### config.mk
export PLATFORM = sky130hd
export DESIGN_NAME = utc_timestamp_validator
export DESIGN_NICKNAME = d
export VERILOG_FILES = /design/src/rtl/utv_pkg.sv /design/src/rtl/utv_parse.sv /design/src/rtl/utv_check.sv /design/src/rtl/utc_timestamp_validator.sv
export SDC_FILE = /design/constraint.sdc
export NUM_CORES = 1
export LEC_CHECK = 0
export BUFFER_PORTS_ARGS = -buffer_cell sky130_fd_sc_hd__clkbuf_2
export CORE_ASPECT_RATIO = 0.7
export CORE_MARGIN = 1.5
export CORE_UTILIZATION = 27
export DETAILED_ROUTE_END_ITERATION = 10
export MAX_ROUTING_LAYER = met4
export PLACE_DENSITY = 0.38
export SYNTH_ARGS = -nofsm -noshare
export SYNTH_HDL_FRONTEND = slang
export SYNTH_SLANG_ARGS = --single-unit
### constraint.sdc
create_clock -name clk_i -period 8.57 [get_ports clk_i]
set_clock_uncertainty 0.15 [all_clocks]
set_input_delay 2.1425 -clock clk_i [delete_from_list [all_inputs] [get_ports clk_i]]
set_output_delay 2.1425 -clock clk_i [all_outputs]
set_load 0.05 [all_outputs]
### src/rtl/utv_pkg.sv
`timescale 1ns / 1ps
// utv_pkg: shared constants, types and helpers for the utc timestamp validator
// no dependencies

package utv_pkg;

  localparam int unsigned MAX_TEXT_LEN = 32;
  localparam int unsigned POS_W        = $clog2(MAX_TEXT_LEN + 1);
  localparam int unsigned YEAR_W       = 14;
  localparam int unsigned FIELD_W      = 7;

  localparam logic [POS_W-1:0] POS_LIMIT    = POS_W'(MAX_TEXT_LEN - 1);
  localparam logic [POS_W-1:0] POS_MAX      = POS_W'(MAX_TEXT_LEN);
  localparam logic [POS_W-1:0] BASE_LEN     = POS_W'(20);
  localparam logic [POS_W-1:0] FRAC_MIN_LEN = POS_W'(22);
  localparam logic [POS_W-1:0] FRAC_MAX_LEN = POS_W'(30);

  localparam logic [7:0] CHAR_NUL   = 8'h00;
  localparam logic [7:0] CHAR_ZERO  = 8'h30;
  localparam logic [7:0] CHAR_NINE  = 8'h39;
  localparam logic [7:0] CHAR_DASH  = 8'h2d;
  localparam logic [7:0] CHAR_COLON = 8'h3a;
  localparam logic [7:0] CHAR_DOT   = 8'h2e;
  localparam logic [7:0] CHAR_T     = 8'h54;
  localparam logic [7:0] CHAR_Z     = 8'h5a;

  localparam logic [FIELD_W-1:0] MONTH_MAX  = FIELD_W'(12);
  localparam logic [FIELD_W-1:0] MONTH_FEB  = FIELD_W'(2);
  localparam logic [FIELD_W-1:0] HOUR_MAX   = FIELD_W'(23);
  localparam logic [FIELD_W-1:0] MINSEC_MAX = FIELD_W'(59);
  localparam logic [FIELD_W-1:0] LEAP_FEB   = FIELD_W'(29);

  // parsed string handed from the parser to the range checker
  typedef struct packed {
    logic               fmt_good;
    logic [POS_W-1:0]   len;
    logic [7:0]         last_char;
    logic               year_nz;
    logic               leap;
    logic [FIELD_W-1:0] month;
    logic [FIELD_W-1:0] day;
    logic [FIELD_W-1:0] hour;
    logic [FIELD_W-1:0] minute;
    logic [FIELD_W-1:0] second;
  } utv_snap_t;

  function automatic logic is_digit(input logic [7:0] c);
    return (c >= CHAR_ZERO) && (c <= CHAR_NINE);
  endfunction

  function automatic logic [FIELD_W-1:0] month_len(input logic [FIELD_W-1:0] m);
    logic [FIELD_W-1:0] r;
    unique case (m)
      FIELD_W'(2):                                         r = FIELD_W'(28);
      FIELD_W'(4), FIELD_W'(6), FIELD_W'(9), FIELD_W'(11): r = FIELD_W'(30);
      default:                                             r = FIELD_W'(31);
    endcase
    return r;
  endfunction

endpackage

### src/rtl/utv_parse.sv
`timescale 1ns / 1ps
// utv_parse: input register, per-character position counter, digit accumulators
// and format flags; emits a snapshot of the parsed string on the last character
// depends on utv_pkg

module utv_parse import utv_pkg::*; (
  input  logic       clk_i,
  input  logic       rst_ni,
  input  logic       in_valid_i,
  output logic       in_ready_o,
  input  logic [7:0] in_char_i,
  input  logic       in_last_i,
  output logic       snap_valid_o,
  input  logic       snap_ready_i,
  output utv_snap_t  snap_o
);

  logic               s1_valid_q;
  logic [7:0]         s1_char_q;
  logic               s1_last_q;

  logic [POS_W-1:0]   pos_q, pos_d;
  logic               term_q, term_d;
  logic               fmt_q, fmt_d;
  logic [7:0]         prev_q, prev_d;
  logic [YEAR_W-1:0]  year_q, year_d;
  logic [FIELD_W-1:0] month_q, month_d;
  logic [FIELD_W-1:0] day_q, day_d;
  logic [FIELD_W-1:0] hour_q, hour_d;
  logic [FIELD_W-1:0] minute_q, minute_d;
  logic [FIELD_W-1:0] second_q, second_d;
  logic               yy_zero_q, yy_zero_d;
  logic [1:0]         cent_q, cent_d;

  logic               snap_valid_q;
  utv_snap_t          snap_q, snap_d;

  logic               snap_free;
  logic               fire;
  logic               in_acc;
  logic               dig_ok;
  logic [3:0]         dig;
  logic [YEAR_W+3:0]  year_w;
  logic [FIELD_W+3:0] fld_w;
  logic [FIELD_W-1:0] fld_src;

  assign snap_free  = !snap_valid_q || snap_ready_i;
  assign fire       = s1_valid_q && (!s1_last_q || snap_free);
  assign in_ready_o = !s1_valid_q || fire;
  assign in_acc     = in_valid_i && in_ready_o;
  assign dig_ok     = is_digit(s1_char_q);
  assign dig        = s1_char_q[3:0];

  always_comb begin
    unique case (pos_q)
      POS_W'(5), POS_W'(6):   fld_src = month_q;
      POS_W'(8), POS_W'(9):   fld_src = day_q;
      POS_W'(11), POS_W'(12): fld_src = hour_q;
      POS_W'(14), POS_W'(15): fld_src = minute_q;
      default:                fld_src = second_q;
    endcase
    year_w = (YEAR_W+4)'(year_q) * (YEAR_W+4)'(10) + (YEAR_W+4)'(dig);
    fld_w  = (FIELD_W+4)'(fld_src) * (FIELD_W+4)'(10) + (FIELD_W+4)'(dig);
  end

  always_comb begin
    pos_d     = pos_q;
    term_d    = term_q;
    fmt_d     = fmt_q;
    prev_d    = prev_q;
    year_d    = year_q;
    month_d   = month_q;
    day_d     = day_q;
    hour_d    = hour_q;
    minute_d  = minute_q;
    second_d  = second_q;
    yy_zero_d = yy_zero_q;
    cent_d    = cent_q;
    if (!term_q) begin
      if (s1_char_q == CHAR_NUL) begin
        term_d = 1'b1;
      end else if (pos_q >= POS_LIMIT) begin
        fmt_d  = 1'b0;
        prev_d = s1_char_q;
      end else begin
        unique case (pos_q)
          POS_W'(0), POS_W'(1), POS_W'(2), POS_W'(3): begin
            if (!dig_ok) begin
              fmt_d = 1'b0;
            end else begin
              year_d = year_w[YEAR_W-1:0];
              unique case (pos_q[1:0])
                2'd0:    cent_d = dig[1:0];
                2'd1:    cent_d = {cent_q[0], 1'b0} + dig[1:0];
                2'd2:    yy_zero_d = (dig == 4'd0);
                default: yy_zero_d = yy_zero_q && (dig == 4'd0);
              endcase
            end
          end
          POS_W'(5), POS_W'(6): begin
            if (!dig_ok) fmt_d = 1'b0;
            else month_d = fld_w[FIELD_W-1:0];
          end
          POS_W'(8), POS_W'(9): begin
            if (!dig_ok) fmt_d = 1'b0;
            else day_d = fld_w[FIELD_W-1:0];
          end
          POS_W'(11), POS_W'(12): begin
            if (!dig_ok) fmt_d = 1'b0;
            else hour_d = fld_w[FIELD_W-1:0];
          end
          POS_W'(14), POS_W'(15): begin
            if (!dig_ok) fmt_d = 1'b0;
            else minute_d = fld_w[FIELD_W-1:0];
          end
          POS_W'(17), POS_W'(18): begin
            if (!dig_ok) fmt_d = 1'b0;
            else second_d = fld_w[FIELD_W-1:0];
          end
          POS_W'(4), POS_W'(7): begin
            if (s1_char_q != CHAR_DASH) fmt_d = 1'b0;
          end
          POS_W'(10): begin
            if (s1_char_q != CHAR_T) fmt_d = 1'b0;
          end
          POS_W'(13), POS_W'(16): begin
            if (s1_char_q != CHAR_COLON) fmt_d = 1'b0;
          end
          POS_W'(19): begin
          end
          POS_W'(20): begin
            // offset 19 must be the fraction point
            if (prev_q != CHAR_DOT) fmt_d = 1'b0;
          end
          default: begin
            // previous character sits inside the fraction
            if (!is_digit(prev_q)) fmt_d = 1'b0;
          end
        endcase
        pos_d  = pos_q + POS_W'(1);
        prev_d = s1_char_q;
      end
    end
  end

  always_comb begin
    snap_d.fmt_good  = fmt_d;
    snap_d.len       = pos_d;
    snap_d.last_char = prev_d;
    snap_d.year_nz   = (year_d != '0);
    // divisible by 4, and a century year only when the century is divisible by 4
    snap_d.leap      = (year_d[1:0] == 2'd0) && (!yy_zero_d || (cent_d == 2'd0));
    snap_d.month     = month_d;
    snap_d.day       = day_d;
    snap_d.hour      = hour_d;
    snap_d.minute    = minute_d;
    snap_d.second    = second_d;
  end

  always_ff @(posedge clk_i or negedge rst_ni) begin
    if (!rst_ni) begin
      s1_valid_q   <= 1'b0;
      snap_valid_q <= 1'b0;
      pos_q        <= '0;
      term_q       <= 1'b0;
      fmt_q        <= 1'b1;
      prev_q       <= '0;
      year_q       <= '0;
      month_q      <= '0;
      day_q        <= '0;
      hour_q       <= '0;
      minute_q     <= '0;
      second_q     <= '0;
      yy_zero_q    <= 1'b0;
      cent_q       <= '0;
    end else begin
      if (in_acc) begin
        s1_valid_q <= 1'b1;
      end else if (fire) begin
        s1_valid_q <= 1'b0;
      end
      if (fire && s1_last_q) begin
        snap_valid_q <= 1'b1;
      end else if (snap_ready_i) begin
        snap_valid_q <= 1'b0;
      end
      if (fire) begin
        if (s1_last_q) begin
          pos_q     <= '0;
          term_q    <= 1'b0;
          fmt_q     <= 1'b1;
          prev_q    <= '0;
          year_q    <= '0;
          month_q   <= '0;
          day_q     <= '0;
          hour_q    <= '0;
          minute_q  <= '0;
          second_q  <= '0;
          yy_zero_q <= 1'b0;
          cent_q    <= '0;
        end else begin
          pos_q     <= pos_d;
          term_q    <= term_d;
          fmt_q     <= fmt_d;
          prev_q    <= prev_d;
          year_q    <= year_d;
          month_q   <= month_d;
          day_q     <= day_d;
          hour_q    <= hour_d;
          minute_q  <= minute_d;
          second_q  <= second_d;
          yy_zero_q <= yy_zero_d;
          cent_q    <= cent_d;
        end
      end
    end
  end

  always_ff @(posedge clk_i) begin
    if (in_acc) begin
      s1_char_q <= in_char_i;
      s1_last_q <= in_last_i;
    end
    if (fire && s1_last_q) begin
      snap_q <= snap_d;
    end
  end

  assign snap_valid_o = snap_valid_q;
  assign snap_o       = snap_q;

endmodule

### src/rtl/utv_check.sv
`timescale 1ns / 1ps
// utv_check: length, terminator and calendar range checks on a parsed string,
// result held in the output register
// depends on utv_pkg

module utv_check import utv_pkg::*; (
  input  logic      clk_i,
  input  logic      rst_ni,
  input  logic      snap_valid_i,
  output logic      snap_ready_o,
  input  utv_snap_t snap_i,
  output logic      out_valid_o,
  input  logic      out_ready_i,
  output logic      out_ok_o
);

  logic               out_valid_q;
  logic               ok_q, ok_d;
  logic [FIELD_W-1:0] max_day;
  logic               len_ok;
  logic               range_ok;

  assign snap_ready_o = !out_valid_q || out_ready_i;

  always_comb begin
    max_day = month_len(snap_i.month);
    if ((snap_i.month == MONTH_FEB) && snap_i.leap) max_day = LEAP_FEB;
    len_ok = (snap_i.len < POS_MAX) &&
             ((snap_i.len == BASE_LEN) ||
              ((snap_i.len >= FRAC_MIN_LEN) && (snap_i.len <= FRAC_MAX_LEN)));
    range_ok = snap_i.year_nz && (snap_i.month != '0) && (snap_i.month <= MONTH_MAX) &&
               (snap_i.day != '0) && (snap_i.hour <= HOUR_MAX) &&
               (snap_i.minute <= MINSEC_MAX) && (snap_i.second <= MINSEC_MAX);
    ok_d = snap_i.fmt_good && len_ok && (snap_i.last_char == CHAR_Z) && range_ok &&
           (snap_i.day <= max_day);
  end

  always_ff @(posedge clk_i or negedge rst_ni) begin
    if (!rst_ni) begin
      out_valid_q <= 1'b0;
    end else if (snap_ready_o) begin
      out_valid_q <= snap_valid_i;
    end
  end

  always_ff @(posedge clk_i) begin
    if (snap_ready_o && snap_valid_i) begin
      ok_q <= ok_d;
    end
  end

  assign out_valid_o = out_valid_q;
  assign out_ok_o    = ok_q;

endmodule

### src/rtl/utc_timestamp_validator.sv
`timescale 1ns / 1ps
// utc_timestamp_validator: top level of the utc timestamp checker
// depends on utv_pkg, utv_parse, utv_check
//
//   channel  direction  tdata (lsb up)         tuser  tlast
//   s_axis   in         character[7:0]         -      last
//   m_axis   out        timestamp_ok, 7'b0     -      -
//
// one character per cycle, back to back, unless a last character waits on the
// snapshot register; each transaction passes the input register, then updates
// the counter and accumulators; a string marked last gives one result, which
// passes the snapshot register and is held valid in the output register
// reset clears the pipeline and the parse state; no clearing pass
// a stalled result holds in the output register, one more finished string waits
// in the snapshot register, and the next last character then stalls the input

module utc_timestamp_validator import utv_pkg::*; (
  input  logic       clk_i,
  input  logic       rst_ni,
  input  logic       s_axis_tvalid,
  output logic       s_axis_tready,
  input  logic [7:0] s_axis_tdata,   // character[7:0]
  input  logic       s_axis_tlast,
  output logic       m_axis_tvalid,
  input  logic       m_axis_tready,
  output logic [7:0] m_axis_tdata    // timestamp_ok[0], zero[7:1]
);

  utv_snap_t snap;
  logic      snap_valid;
  logic      snap_ready;
  logic      ok;

  utv_parse u_parse (
    .clk_i        (clk_i),
    .rst_ni       (rst_ni),
    .in_valid_i   (s_axis_tvalid),
    .in_ready_o   (s_axis_tready),
    .in_char_i    (s_axis_tdata),
    .in_last_i    (s_axis_tlast),
    .snap_valid_o (snap_valid),
    .snap_ready_i (snap_ready),
    .snap_o       (snap)
  );

  utv_check u_check (
    .clk_i        (clk_i),
    .rst_ni       (rst_ni),
    .snap_valid_i (snap_valid),
    .snap_ready_o (snap_ready),
    .snap_i       (snap),
    .out_valid_o  (m_axis_tvalid),
    .out_ready_i  (m_axis_tready),
    .out_ok_o     (ok)
  );

  assign m_axis_tdata = {7'b0, ok};

endmodule

==> results.cfg <==
[finish]
design_area_mm2 = 0.00847
final_nets = 782
final_common_cell = nand2_1
diodes = 0
area_delta_synth_final_pct = 12.3
post-route-util = 0.313
final_cell_mix = nand2_1, dfrtp_1, o21ai_0
fillCellCount = 2741
layout-drive-gt1-share = 0.125

[clocking]
cts_resized = 0
clk_pin_slew_ns = 0.06
numClockSinks = 126
cts_buffer_depth = 2
clkLatencyLatePin_ns = 0.42
cts_root_buf = clkbuf_16
cts_made_buffers = 17
cts_tree = built
ctsHoldBuffers = 0
post_cts_buffers = 0
ctsHtreeMaxLevel = 4

[hold_path]
min_path_type = reg -> reg

[critical_path]
critPathKind = in -> out
ff2ff_setup_slack_ns = 3.57
crit_arrival_ns = 3.28
cp-end-kind = output port
crit_required_ns = 6.28
crit_fanout = 5
setup.worst_path.start_class = primary input

[power_and_ir_drop]
p_seq_frac = 0.404
swShare = 0.294
pwr-share-comb = 0.193
power_switching_mw = 0.525
powerDensity_mw_per_mm2 = 211
p_int_mw = 1.26
power.total_mw = 1.79
power.share.clock = 0.403
ir_worst_vdd_v = 0.000137
p_leak_nw = 3.53

[floorplanning]
die_w_um = 203
start_util = 0.279
die_area_mm2 = 0.0290
io_pins = 23
row_count = 50
core_area_mm2 = 0.0271
die_h_um = 143

[drt]
wl_met3_um = 986
dr.pass1.iters = 5
drt-vias-per-instance = 5.20
vias = 5757
drc = 0
wl_met1_mm = 12.9
wl_per_cell_um = 20.3
detail-route-antenna-nets = 0
wl_mm = 22.5
dr_wl_met2_mm = 8.51
top_layer = met4
drtIter0Drc = 522

[place]
place_congestion = 0.832
place_area_mm2 = 0.00790
port_buffers = 15
hpwl_mm = 16.0

[sta]
final.setup.tns_ns = 0
max_freq_mhz = 180
post-route-period-util = 0.650
worst_pin_slew_ns = 1.12
fin_hold_ws_ns = 0.342
relSlewSlack = 0.244
setup_viol = 0
slew_viol_final = 0
final_hold_viol_count = 0
rsz0062_at_grt = no
min_period_ns = 5.57

[global_routing]
grt_max_degree = 72
grt_pass1_wl_mm = 34.5
grt_pass1_vias = 5525
grt_overflow = 0
grt_antenna_before_repair = 0
grt_usage = 0.167

[logic_synthesis]
synthCells = 728
mappedNetlistArea_mm2 = 0.00755
synth_top_area_frac = 0.232
ys_types = 82
ys_seq_area_frac = 0.454
synth-seq-cells = 126
synth_edf_count = 55
post-synth-top-area-cell = dfrtp_1
ys_async_sr_fraction = 0.563
synthTopCellsByArea = dfrtp_1, edfxtp_1, ha_1
yosys_warnings = 0
syn_area_per_cell_um2 = 10.4
synth_flop_cell = dfrtp_1

[flow_run]
maxCapViolCount = 0

[run_status]
status = complete, no violations
[flip-flops by register name, summed over array words and instances, names as in the netlist]
signal,flops
u_parse.snap_o,45
u_check.out_valid_o,1
u_parse.month_q,7
u_parse.hour_q,7
u_parse.s1_last_q,1
u_parse.s1_valid_q,1
u_parse.year_q,14
u_parse.second_q,7
u_parse.fmt_q,1
u_check.out_ok_o,1
u_parse.prev_q,8
u_parse.pos_q,6
u_parse.day_q,7
u_parse.minute_q,7
u_parse.snap_valid_o,1
u_parse.yy_zero_q,1
u_parse.cent_q,2
u_parse.term_q,1
u_parse.s1_char_q,8
[cell usage after synthesis (8+ instances only)]
master and number:
a21oi_1 18, a22o_1 35, a22oi_1 17, and2_1 13, buf_4 10, clkbuf_1 21, dfrtp_1 70, edfxtp_1 55
ha_1 35, inv_1 20, mux2_2 18, nand2_1 106, nand3_1 13, nand4_1 15, nor2_1 27, nor3_1 8
nor4_1 10, o21ai_0 58, o21ai_1 8, xnor2_1 9, xor2_1 11
[kinds of logic (layout without fill, tap and decap cells)]
group	after synthesis	in the layout	share of synthesized area
buffers and inverters	64	73	0.0444
other	1	7	0.000497
and+or+nand+nor	249	249	0.173
DFF	126	126	0.454
AOI/OAI and AO/OA	199	199	0.188
adders and majority gates	39	39	0.0686
xor gates and xnor gates	22	22	0.0298
muxes	28	28	0.0409
[area by class of cell]
type,instances,area (um2),share of cell area
clock buffers,25,495,0.0585
clock inverters,7,83.8,0.00989
inverters,21,78.8,0.00930
multi-input cells,544,3820,0.450
flip-flops and latches,126,3430,0.405
well taps,364,455,0.0537
repair buffers,20,115,0.0136
[power by group through the flow]
stage	registers, mW	logic [mW]	clock network (mW)
detailed placement	0.734	0.342	0
CTS	0.722	0.345	0.737
finish	0.722	0.345	0.721
global route	0.730	0.383	0.767
global placement	0.733	0.341	0
floorplan	0.718	0.254	0
[routing by layer]
layer | up-vias | GRT usage
met2 | 136 | 0.206
met1 | 2893 | 0.265
met3 | 10 | 0.0383
met5 | - | -
li1 | 2718 | -
met4 | 0 | 0.0324
[critical path: stages]
cell	delay, ns
clkbuf_2	0.08
nor2b_1	0.30
nand4_1	0.38
clkbuf_2	0.36
[worst paths after layout]
path,start,to,depth (start not counted)
setup / recovery,m_axis_tready,s_axis_tready,4
hold / removal,u_parse.second_q[6],u_parse.second_q[6],2
setup reg to reg,u_parse.pos_q[0],u_parse.snap_o[13],14
hold reg to reg,u_parse.second_q[6],u_parse.second_q[6],2
max in group asynchronous,rst_ni,u_parse.second_q[1],1
min in group asynchronous,rst_ni,u_parse.month_q[4],1
[stage by stage]
stage | std cells | setup slack (ns)
floorplan | 734 | 3.38
global placement | 1075 | 2.97
detailed placement | 1075 | 2.97
CTS | 1107 | 2.96
global route | 1107 | 2.86
finish | 1107 | 3.00
(Power assumes the default switching activity.)
